## config.mk

```make
export PLATFORM = sky130hd
export DESIGN_NAME = symbol_width_regrouper_top_flat
export DESIGN_NICKNAME = d
export VERILOG_FILES = /design/src/sv/swr_pkg.sv /design/src/sv/swr_interfaces.sv /design/src/sv/symbol_width_regrouper_top.sv /design/src/sv/swr_controller.sv /design/src/sv/swr_datapath.sv /design/src/flat_wrapper.sv
export SDC_FILE = /design/constraint.sdc
export NUM_CORES = 1
export LEC_CHECK = 0
export CORE_MARGIN = 2
export CORE_UTILIZATION = 55
export CTS_CLUSTER_SIZE = 8
export DETAILED_ROUTE_END_ITERATION = 8
export DONT_BUFFER_PORTS = 1
export PLACE_DENSITY = 0.8
export SLEW_MARGIN = 20
export SYNTH_ARGS = -nofsm -noshare
export SYNTH_HDL_FRONTEND = slang
export SYNTH_SLANG_ARGS = --single-unit
```

## constraint.sdc

```tcl
create_clock -name clock -period 3.1 [get_ports clock]
set_input_delay 0.155 -clock clock [delete_from_list [all_inputs] [get_ports clock]]
set_output_delay 0.155 -clock clock [all_outputs]
set_load 0.02 [all_outputs]
```

## src/sv/swr_pkg.sv

```systemverilog
// Shared types, constants and the character mapping of the symbol width regrouper.
`default_nettype none
package swr_pkg;

   localparam int MAX_SYMBOL_WIDTH_DEFAULT = 8;
   localparam int MAX_RESULTS = 8;
   localparam int ACC_LIMIT_BITS = 40;

   localparam int CSR_INDEX_WIDTH = 2;
   localparam int CSR_DATA_WIDTH = 4;
   localparam logic [CSR_INDEX_WIDTH-1:0] CSR_INPUT_WIDTH = 2'd0;
   localparam logic [CSR_INDEX_WIDTH-1:0] CSR_OUTPUT_WIDTH = 2'd1;
   localparam logic [CSR_DATA_WIDTH-1:0] INPUT_WIDTH_RESET = 4'd8;
   localparam logic [CSR_DATA_WIDTH-1:0] OUTPUT_WIDTH_RESET = 4'd6;

   localparam logic KIND_DATA = 1'b0;
   localparam logic KIND_FLUSH = 1'b1;

   localparam logic [7:0] CHAR_UPPER_BASE = 8'h41;
   localparam logic [7:0] CHAR_LOWER_BASE = 8'(8'h61 - 8'd26);
   localparam logic [7:0] CHAR_DIGIT_BASE = 8'(8'h30 - 8'd52);
   localparam logic [7:0] CHAR_DASH = 8'h2D;
   localparam logic [7:0] CHAR_UNDERSCORE = 8'h5F;

   typedef enum logic [1:0] {
      ST_IDLE,
      ST_EMIT,
      ST_FLUSH
   } ctrl_state_type;

   typedef struct packed {
      logic load_data;
      logic clear;
      logic emit;
      logic flush_emit;
   } ctrl_cmd_type;

   typedef struct packed {
      logic can_emit;
      logic last;
      logic residue;
      logic out_free;
   } ctrl_status_type;

   function automatic logic [7:0] b64url_char(input logic [15:0] value);
      logic [7:0] v8;
      v8 = value[7:0];
      if (value < 16'd26) begin
         return 8'(CHAR_UPPER_BASE + v8);
      end else if (value < 16'd52) begin
         return 8'(CHAR_LOWER_BASE + v8);
      end else if (value < 16'd62) begin
         return 8'(CHAR_DIGIT_BASE + v8);
      end else if (value == 16'd62) begin
         return CHAR_DASH;
      end
      return CHAR_UNDERSCORE;
   endfunction

endpackage
`default_nettype wire

```

## src/sv/swr_interfaces.sv

```systemverilog
// Valid/ready channel interfaces for the request, response and register write ports.
`default_nettype none
interface swr_req_if;
   logic       valid;
   logic       ready;
   logic       kind;
   logic [7:0] in_symbol;
   modport source(output valid, kind, in_symbol, input ready);
   modport sink(input valid, kind, in_symbol, output ready);
endinterface

interface swr_rsp_if;
   logic       valid;
   logic       ready;
   logic [7:0] out_symbol;
   logic [7:0] out_char;
   logic       last_of_run;
   modport source(output valid, out_symbol, out_char, last_of_run, input ready);
   modport sink(input valid, out_symbol, out_char, last_of_run, output ready);
endinterface

interface swr_csr_if;
   logic                                valid;
   logic                                ready;
   logic [swr_pkg::CSR_INDEX_WIDTH-1:0] index;
   logic [swr_pkg::CSR_DATA_WIDTH-1:0]  data;
   modport source(output valid, index, data, input ready);
   modport sink(input valid, index, data, output ready);
endinterface
`default_nettype wire

```

## src/sv/symbol_width_regrouper_top.sv

```systemverilog
// Top level of the symbol width regrouper: controller, datapath and channel ports.
// A request beat is accepted only in the idle state; the block then emits every result
// it causes (up to eight, one response beat per cycle while the response slot is free)
// before it takes the next beat. A data beat that completes no symbol passes through the
// emit state with no result, and a flush with a residue passes through the flush state.
// The response register can be loaded with the next beat in the same cycle the previous
// one is taken; while a beat waits unaccepted, the emit step stalls.
`default_nettype none
module symbol_width_regrouper_top #(
   parameter int MAX_SYMBOL_WIDTH = swr_pkg::MAX_SYMBOL_WIDTH_DEFAULT
) (
   input wire logic   clock,
   input wire logic   reset,
   swr_req_if.sink    req_bus,
   swr_rsp_if.source  rsp_bus,
   swr_csr_if.sink    csr_bus
);

   swr_pkg::ctrl_cmd_type    cmd;
   swr_pkg::ctrl_status_type status;
   logic                     ctrl_req_ready;

   assign req_bus.ready = ctrl_req_ready;

   swr_controller u_controller (
      .clock     (clock),
      .reset     (reset),
      .req_valid (req_bus.valid),
      .req_kind  (req_bus.kind),
      .req_ready (ctrl_req_ready),
      .status    (status),
      .cmd       (cmd)
   );

   swr_datapath #(
      .MAX_SYMBOL_WIDTH (MAX_SYMBOL_WIDTH)
   ) u_datapath (
      .clock     (clock),
      .reset     (reset),
      .in_symbol (req_bus.in_symbol),
      .cmd       (cmd),
      .status    (status),
      .csr_bus   (csr_bus),
      .rsp_bus   (rsp_bus)
   );

endmodule
`default_nettype wire

```

## src/sv/swr_controller.sv

```systemverilog
// Sequencer that accepts a beat and steps the datapath through its emissions.
`default_nettype none
module swr_controller (
   input  wire logic                     clock,
   input  wire logic                     reset,
   input  wire logic                     req_valid,
   input  wire logic                     req_kind,
   output logic                          req_ready,
   input  wire swr_pkg::ctrl_status_type status,
   output swr_pkg::ctrl_cmd_type         cmd
);

   swr_pkg::ctrl_state_type state_ff, state_in;

   always_ff @(posedge clock) begin
      if (reset) begin
         state_ff <= swr_pkg::ST_IDLE;
      end else begin
         state_ff <= state_in;
      end
   end

   always_comb begin
      state_in = state_ff;
      req_ready = 1'b0;
      cmd = '0;
      case (state_ff)
         swr_pkg::ST_IDLE: begin
            req_ready = 1'b1;
            if (req_valid) begin
               if (req_kind == swr_pkg::KIND_DATA) begin
                  cmd.load_data = 1'b1;
                  state_in = swr_pkg::ST_EMIT;
               end else if (status.residue) begin
                  state_in = swr_pkg::ST_FLUSH;
               end else begin
                  cmd.clear = 1'b1;
               end
            end
         end
         swr_pkg::ST_EMIT: begin
            if (!status.can_emit) begin
               state_in = swr_pkg::ST_IDLE;
            end else if (status.out_free) begin
               cmd.emit = 1'b1;
               if (status.last) begin
                  state_in = swr_pkg::ST_IDLE;
               end
            end
         end
         swr_pkg::ST_FLUSH: begin
            if (status.out_free) begin
               cmd.flush_emit = 1'b1;
               state_in = swr_pkg::ST_IDLE;
            end
         end
         default: begin
            state_in = swr_pkg::ST_IDLE;
         end
      endcase
   end

endmodule
`default_nettype wire

```

## src/sv/swr_datapath.sv

```systemverilog
// Width registers, bit accumulator, result counter and response register.
`default_nettype none
module swr_datapath #(
   parameter int MAX_SYMBOL_WIDTH = swr_pkg::MAX_SYMBOL_WIDTH_DEFAULT
) (
   input  wire logic                   clock,
   input  wire logic                   reset,
   input  wire logic [7:0]             in_symbol,
   input  wire swr_pkg::ctrl_cmd_type  cmd,
   output swr_pkg::ctrl_status_type    status,
   swr_csr_if.sink                     csr_bus,
   swr_rsp_if.source                   rsp_bus
);

   localparam int AccBits = (MAX_SYMBOL_WIDTH <= swr_pkg::MAX_RESULTS) ?
                            2 * MAX_SYMBOL_WIDTH - 1 : swr_pkg::ACC_LIMIT_BITS;
   localparam int HeldW = $clog2(AccBits + 1);
   localparam int CntW = $clog2(swr_pkg::MAX_RESULTS);
   localparam int WidthCap = (MAX_SYMBOL_WIDTH < 15) ? MAX_SYMBOL_WIDTH : 15;
   localparam logic [3:0] WidthCapCode = 4'(WidthCap);
   localparam logic [HeldW:0] AccLimit = (HeldW + 1)'(AccBits);
   localparam logic [CntW-1:0] LastCount = CntW'(swr_pkg::MAX_RESULTS - 1);

   logic [3:0]                  in_width_ff, in_width_in;
   logic [3:0]                  out_width_ff, out_width_in;
   logic [3:0]                  iw, ow;
   logic [7:0]                  sym_mask, sym_in;
   logic [AccBits-1:0]          acc_ff, acc_in, acc_add;
   logic [HeldW-1:0]            held_ff, held_in, held_add, held_rest, ow_held;
   logic [HeldW:0]              held_sum;
   logic [CntW-1:0]             cnt_ff, cnt_in;
   logic [MAX_SYMBOL_WIDTH-1:0] out_mask, emit_sym;
   logic [15:0]                 emit_wide;
   logic                        last_now;
   logic                        rsp_valid_ff, rsp_valid_in;
   logic                        last_ff, last_in;
   logic [7:0]                  sym_ff, sym_out_in, char_ff, char_in;

   assign csr_bus.ready = 1'b1;

   always_comb begin
      in_width_in = in_width_ff;
      out_width_in = out_width_ff;
      if (csr_bus.valid) begin
         case (csr_bus.index)
            swr_pkg::CSR_INPUT_WIDTH: in_width_in = csr_bus.data;
            swr_pkg::CSR_OUTPUT_WIDTH: out_width_in = csr_bus.data;
            default: ;
         endcase
      end
   end

   assign iw = (in_width_ff == 4'd0) ? 4'd1 :
               ((in_width_ff > WidthCapCode) ? WidthCapCode : in_width_ff);
   assign ow = (out_width_ff == 4'd0) ? 4'd1 :
               ((out_width_ff > WidthCapCode) ? WidthCapCode : out_width_ff);
   assign ow_held = HeldW'(ow);

   assign sym_mask = (iw >= 4'd8) ? 8'hFF : 8'((9'd1 << iw) - 9'd1);
   assign sym_in = in_symbol & sym_mask;
   assign acc_add = acc_ff | (AccBits'(sym_in) << held_ff);
   assign held_sum = {1'b0, held_ff} + (HeldW + 1)'(iw);
   assign held_add = (held_sum > AccLimit) ? HeldW'(AccBits) : held_sum[HeldW-1:0];
   assign held_rest = held_ff - ow_held;

   assign out_mask = MAX_SYMBOL_WIDTH'(((MAX_SYMBOL_WIDTH + 1)'(1) << ow) -
                                       (MAX_SYMBOL_WIDTH + 1)'(1));
   assign emit_sym = acc_ff[MAX_SYMBOL_WIDTH-1:0] & out_mask;
   assign emit_wide = 16'(emit_sym);
   assign last_now = (held_rest < ow_held) || (cnt_ff == LastCount);

   assign status.can_emit = (held_ff >= ow_held);
   assign status.last = last_now;
   assign status.residue = (iw > ow) && (held_ff != '0);
   assign status.out_free = !rsp_valid_ff || rsp_bus.ready;

   always_comb begin
      acc_in = acc_ff;
      held_in = held_ff;
      cnt_in = cnt_ff;
      if (cmd.load_data) begin
         acc_in = acc_add;
         held_in = held_add;
         cnt_in = '0;
      end else if (cmd.emit) begin
         acc_in = acc_ff >> ow;
         held_in = held_rest;
         cnt_in = cnt_ff + CntW'(1);
      end else if (cmd.clear || cmd.flush_emit) begin
         acc_in = '0;
         held_in = '0;
         cnt_in = '0;
      end
   end

   always_comb begin
      rsp_valid_in = rsp_valid_ff;
      sym_out_in = sym_ff;
      char_in = char_ff;
      last_in = last_ff;
      if (cmd.emit || cmd.flush_emit) begin
         rsp_valid_in = 1'b1;
         sym_out_in = emit_wide[7:0];
         char_in = swr_pkg::b64url_char(emit_wide);
         last_in = cmd.flush_emit | last_now;
      end else if (rsp_bus.ready) begin
         rsp_valid_in = 1'b0;
      end
   end

   always_ff @(posedge clock) begin
      if (reset) begin
         in_width_ff <= swr_pkg::INPUT_WIDTH_RESET;
         out_width_ff <= swr_pkg::OUTPUT_WIDTH_RESET;
         acc_ff <= '0;
         held_ff <= '0;
         cnt_ff <= '0;
         rsp_valid_ff <= 1'b0;
      end else begin
         in_width_ff <= in_width_in;
         out_width_ff <= out_width_in;
         acc_ff <= acc_in;
         held_ff <= held_in;
         cnt_ff <= cnt_in;
         rsp_valid_ff <= rsp_valid_in;
      end
   end

   always_ff @(posedge clock) begin
      sym_ff <= sym_out_in;
      char_ff <= char_in;
      last_ff <= last_in;
   end

   assign rsp_bus.valid = rsp_valid_ff;
   assign rsp_bus.out_symbol = sym_ff;
   assign rsp_bus.out_char = char_ff;
   assign rsp_bus.last_of_run = last_ff;

   a_emit_when_ready: assert property (@(posedge clock) disable iff (reset)
      cmd.emit |-> status.can_emit && status.out_free)
      else $error("emit issued without enough held bits or a free response slot");

   a_flush_clears: assert property (@(posedge clock) disable iff (reset)
      cmd.flush_emit |=> held_ff == '0 && rsp_valid_ff && last_ff)
      else $error("flush did not clear the accumulator or mark the last beat");

   a_emit_shows: assert property (@(posedge clock) disable iff (reset)
      cmd.emit |=> rsp_valid_ff && held_ff == $past(held_rest))
      else $error("emitted symbol not presented or held count not advanced");

endmodule
`default_nettype wire

```

## src/flat_wrapper.sv

```systemverilog
// flat-port wrapper written by rule: the top's interface ports become plain ports
module symbol_width_regrouper_top_flat 
#(
   parameter int MAX_SYMBOL_WIDTH = swr_pkg::MAX_SYMBOL_WIDTH_DEFAULT
)
  (clock, reset, req_bus_valid, req_bus_kind, req_bus_in_symbol, req_bus_ready, rsp_bus_valid, rsp_bus_out_symbol, rsp_bus_out_char, rsp_bus_last_of_run, rsp_bus_ready, csr_bus_valid, csr_bus_index, csr_bus_data, csr_bus_ready);
  swr_req_if req_bus_i ();
  swr_rsp_if rsp_bus_i ();
  swr_csr_if csr_bus_i ();
  input wire logic clock;
  input wire logic reset;
  input wire logic [$bits(req_bus_i.valid)-1:0] req_bus_valid;
  input wire logic [$bits(req_bus_i.kind)-1:0] req_bus_kind;
  input wire logic [$bits(req_bus_i.in_symbol)-1:0] req_bus_in_symbol;
  output wire logic [$bits(req_bus_i.ready)-1:0] req_bus_ready;
  output wire logic [$bits(rsp_bus_i.valid)-1:0] rsp_bus_valid;
  output wire logic [$bits(rsp_bus_i.out_symbol)-1:0] rsp_bus_out_symbol;
  output wire logic [$bits(rsp_bus_i.out_char)-1:0] rsp_bus_out_char;
  output wire logic [$bits(rsp_bus_i.last_of_run)-1:0] rsp_bus_last_of_run;
  input wire logic [$bits(rsp_bus_i.ready)-1:0] rsp_bus_ready;
  input wire logic [$bits(csr_bus_i.valid)-1:0] csr_bus_valid;
  input wire logic [$bits(csr_bus_i.index)-1:0] csr_bus_index;
  input wire logic [$bits(csr_bus_i.data)-1:0] csr_bus_data;
  output wire logic [$bits(csr_bus_i.ready)-1:0] csr_bus_ready;
  assign req_bus_i.valid = req_bus_valid;
  assign req_bus_i.kind = req_bus_kind;
  assign req_bus_i.in_symbol = req_bus_in_symbol;
  assign req_bus_ready = req_bus_i.ready;
  assign rsp_bus_valid = rsp_bus_i.valid;
  assign rsp_bus_out_symbol = rsp_bus_i.out_symbol;
  assign rsp_bus_out_char = rsp_bus_i.out_char;
  assign rsp_bus_last_of_run = rsp_bus_i.last_of_run;
  assign rsp_bus_i.ready = rsp_bus_ready;
  assign csr_bus_i.valid = csr_bus_valid;
  assign csr_bus_i.index = csr_bus_index;
  assign csr_bus_i.data = csr_bus_data;
  assign csr_bus_ready = csr_bus_i.ready;
  symbol_width_regrouper_top #(.MAX_SYMBOL_WIDTH(MAX_SYMBOL_WIDTH)) u_core (.clock(clock), .reset(reset), .req_bus(req_bus_i), .rsp_bus(rsp_bus_i), .csr_bus(csr_bus_i));
endmodule
```

==> key figures <==
Run status
  • Status: finished with violations
  • Failing checks: negative hold slack

Placed design
  • Area after DPL: 4337 µm²
  • Post-placement cell count: approximately 600
  • # port buffers: 0
  • Placer Congestion: 0.9152
  • HPWL after detailed placement: 8.051 mm
  • Dpl ws: 0.2080 ns

Route
  • Detailed-route DRC error count: 0
  • Routed Antenna Nets: 0
  • Routed vias: 3,863
  • DR iter-0 viols: 372
  • Final WL: 10.73 mm
  • Via/cell ratio: 6.482
  • Initial DRT Pass Iterations: 5
  • DR WL/cell: 17.99 µm

Clock tree
  • Number of clock sinks: 50
  • CTS root buffer: clkbuf_8
  • Post CTS Setup Buffer Count: 0
  • H-tree Lvls: 2
  • Clock-pin slew on the worst setup and hold paths: 0.09 ns
  • Latest clock arrival within the worst-skew pair: 0.32 ns
  • TritonCTS clock tree: built
  • TritonCTS Buffers: 5
  • CTS max path bufs: 2

Final layout
  • Fillers: around 650
  • Finished layout cell area: 4447 µm²
  • Number of diodes: 0
  • Final net count: 543
  • Area occupied by multi-input gates: 2756 µm²
  • Fraction of layout cells with a size suffix above 1: 0.1147
  • Cell Count, Final, Fillers Out: 596
  • Reg area: 1171 µm²
  • Area grow syn2layout: 7.080%

Synth
  • Largest cells by area after synthesis: dfxtp_1 (16%), edfxtp_1 (12%), mux2i_1 (8.9%)
  • Mapped cell area: 4153 µm²
  • Cell taking the most area after synthesis: dfxtp_1
  • Synth top area share: 0.1591
  • Post-synth EDFFs: 17
  • Post-synth ARST share: 0
  • Synth warn: 0
  • Top_reg_cell synth: dfxtp_1
  • Post-synth top cells: nand2_1 (38), mux2i_1 (37), nor2_1 (35), dfxtp_1 (33), a21oi_1 (28)
  • Synth unique cells: 79
  • Post-Synthesis Mean Instance Area: roughly 8.5 µm²
  • Post-synthesis sequential area ratio: 0.2820
  • Synth Instances: 489
  • Synth Register Bits: 50
  • Count leader, synth: nand2_1

Timing
  • Tcrit/Tclk final: 0.9385
  • Least-Margin Pin Slew: 0.7613 ns
  • Fin Setup TNS: 0 ns
  • Final hold slack: -0.009910 ns
  • RSZ-0062 raised after global routing: no
  • Final setup fails: 0
  • Max-slew violations: 0
  • Worst clock skew: approximately 0.0085 ns
  • Fin. Hold Viols: 4
  • Min cycle time layout: 2.909 ns
  • Worst setup margin: 0.1908 ns
  • Slew Limit Headroom: 0.4914
  • Max Fclk: 343.7 MHz

Worst hold path
  • Hold/Removal Path Class: in2reg

Floorplanning
  • Die X: 90.90 µm
  • Initial core utilization: 0.5695
  • DIE AREA: 8262 µm²
  • Core Region: 7292 µm²
  • Num ports: 40
  • FP Rows: 31
  • Die Span Y: 90.90 µm

Critical path
  • CP endpoint kind: flop
  • CP arrival: 3.10 ns
  • Reg2reg start: u_core.u_datapath.out_width_ff[1]
  • R2R Setup Slk: 0.19 ns
  • Worst EP required: 3.29 ns
  • R2R cell count: 11
  • Startpoint types: flop
  • R2r endpoint: u_core.u_datapath.rsp_bus.out_char[3]
  • Kind of critical path: reg2reg
  • Crit Path Max Fanout: 6
  • Setup crit end: u_core.u_datapath.rsp_bus.out_char[3]
  • Worst setup startpoint: u_core.u_datapath.out_width_ff[1]

Global route
  • Global route overflow: 0
  • Total Routing Usage GR: 0.2595
  • First-pass GRT wire length: ~17 mm
  • Number of antenna violations at the first check in global routing: 0
  • Vias in the first global route: 3,557
  • Largest net degree at the start of global routing: 30

Pwr
  • Sequential group share of total power: 0.494
  • Cell Pwr Density: 339.4 nW/µm²
  • Comb power frac: 0.250
  • Sw power: 0.0004931 W
  • LEAKAGE: 1.741 nW
  • Sw Ratio: 0.3267
  • Maximum vdd drop: 0.0001823 V
  • Power Internal: between 0.001 and 0.0015 W
  • Clk pwr share: 0.256

Run
  • Max-Cap Viols: 0
logic make-up after synthesis:
logic type                 Yosys count  share of synthesized area
and+or+nand+nor                    159                     0.2064
AOI/OAI and AO/OA                  149                     0.2555
buffers and inverters               57                    0.05996
DFF                                 50                     0.2820
muxes                               39                    0.09551
adders and majority gates           27                    0.08497
xor gates and xnor gates             7                    0.01476
other                                1                  0.0009030
repair_timing:
action,4_1_cts,5_1_grt
resized for setup,0,0
hold buffers,2,1
hold endpoints to repair,29,1
cell type report:
type	count	area share
Clock buffer	5	0.01548
Clock inverter	3	0.003658
Inverter	28	0.02364
Multi-Input combinational cell	384	0.6199
Sequential cell	50	0.2634
Tap cell	99	0.02786
Timing Repair Buffer	27	0.04615
critical path, cell delays in order (launching register included):
cell      delay (ns)
dfxtp_1         0.36
or3_1           0.38
ha_2            0.22
nand2b_1        0.14
mux2_4          0.31
inv_2           0.10
ha_2            0.22
a21oi_1         0.06
o21a_1          0.19
or3_4           0.36
or3_1           0.35
nand3_1         0.09
layout by cell type (no fill, tap or decap), types with 7 or more instances in the layout:
cell type,Yosys,final
o21ai_0,20,20
a211oi_1,7,7
o211ai_1,7,7
a31oi_1,11,11
a22oi_1,7,7
nor3_1,11,11
a21oi_1,28,28
inv_1,23,23
nand3_1,12,12
nand2b_1,12,12
nor2_1,35,35
edfxtp_1,17,17
buf_4,7,24
dfxtp_1,33,33
nand2_1,38,38
mux2i_1,37,37
ha_1,25,23
nor2b_1,11,11
o221ai_1,7,7
metrics by stage:
stage               utilization  total power, W
floorplan                     -        0.001035
global placement         0.5947        0.001113
detailed placement       0.5947        0.001120
CTS                      0.6091        0.001501
global route             0.6098        0.001585
finish                   0.6098        0.001509
power by group through the flow:
stage | sequential [W] | combinational (W) | clock (W)
detailed placement | 0.000758 | 0.000361 | 0
finish | 0.000745 | 0.000378 | 0.000387
global route | 0.000748 | 0.000415 | 0.000422
CTS | 0.000743 | 0.000372 | 0.000386
floorplan | 0.000741 | 0.000294 | 0
global placement | 0.000758 | 0.000355 | 0
worst min-delay path by stage:
| stage | start | end | slack [ns] | cells after the start |
|---|---|---|---|---|
| 4_1_cts | csr_bus_data[3] | u_core.u_datapath.out_width_ff[3] | 0.001 | 2 |
| 2_1_floorplan | csr_bus_data[3] | u_core.u_datapath.in_width_ff[3] | 0.27 | 1 |
| 3_3_place_gp | reset | u_core.u_datapath.acc_ff[2] | 0.23 | 1 |
| 3_5_place_dp | reset | u_core.u_datapath.acc_ff[6] | 0.23 | 1 |
| 5_1_grt | csr_bus_data[1] | u_core.u_datapath.in_width_ff[1] | 0.01 | 2 |
| 6_report | csr_bus_data[0] | u_core.u_datapath.out_width_ff[0] | -0.01 | 2 |
registers in the layout (all words and copies together) (netlist names):
name / count
u_core.u_datapath.acc_ff: 15
u_core.u_controller.state_ff: 2
u_core.u_datapath.held_ff: 4
u_core.u_datapath.rsp_bus.valid: 1
u_core.u_datapath.rsp_bus.out_char: 8
u_core.u_datapath.out_width_ff: 4
u_core.u_datapath.rsp_bus.last_of_run: 1
u_core.u_datapath.in_width_ff: 4
u_core.u_datapath.cnt_ff: 3
u_core.u_datapath.rsp_bus.out_symbol: 8
per-layer routing:
layer	track usage	share of wire
met2	0.4216	0.47
met3	0.04508	0.064
met1	0.3451	0.44
met4	0.09722	0.029
met5	0	0
(Power assumes the default switching activity.)
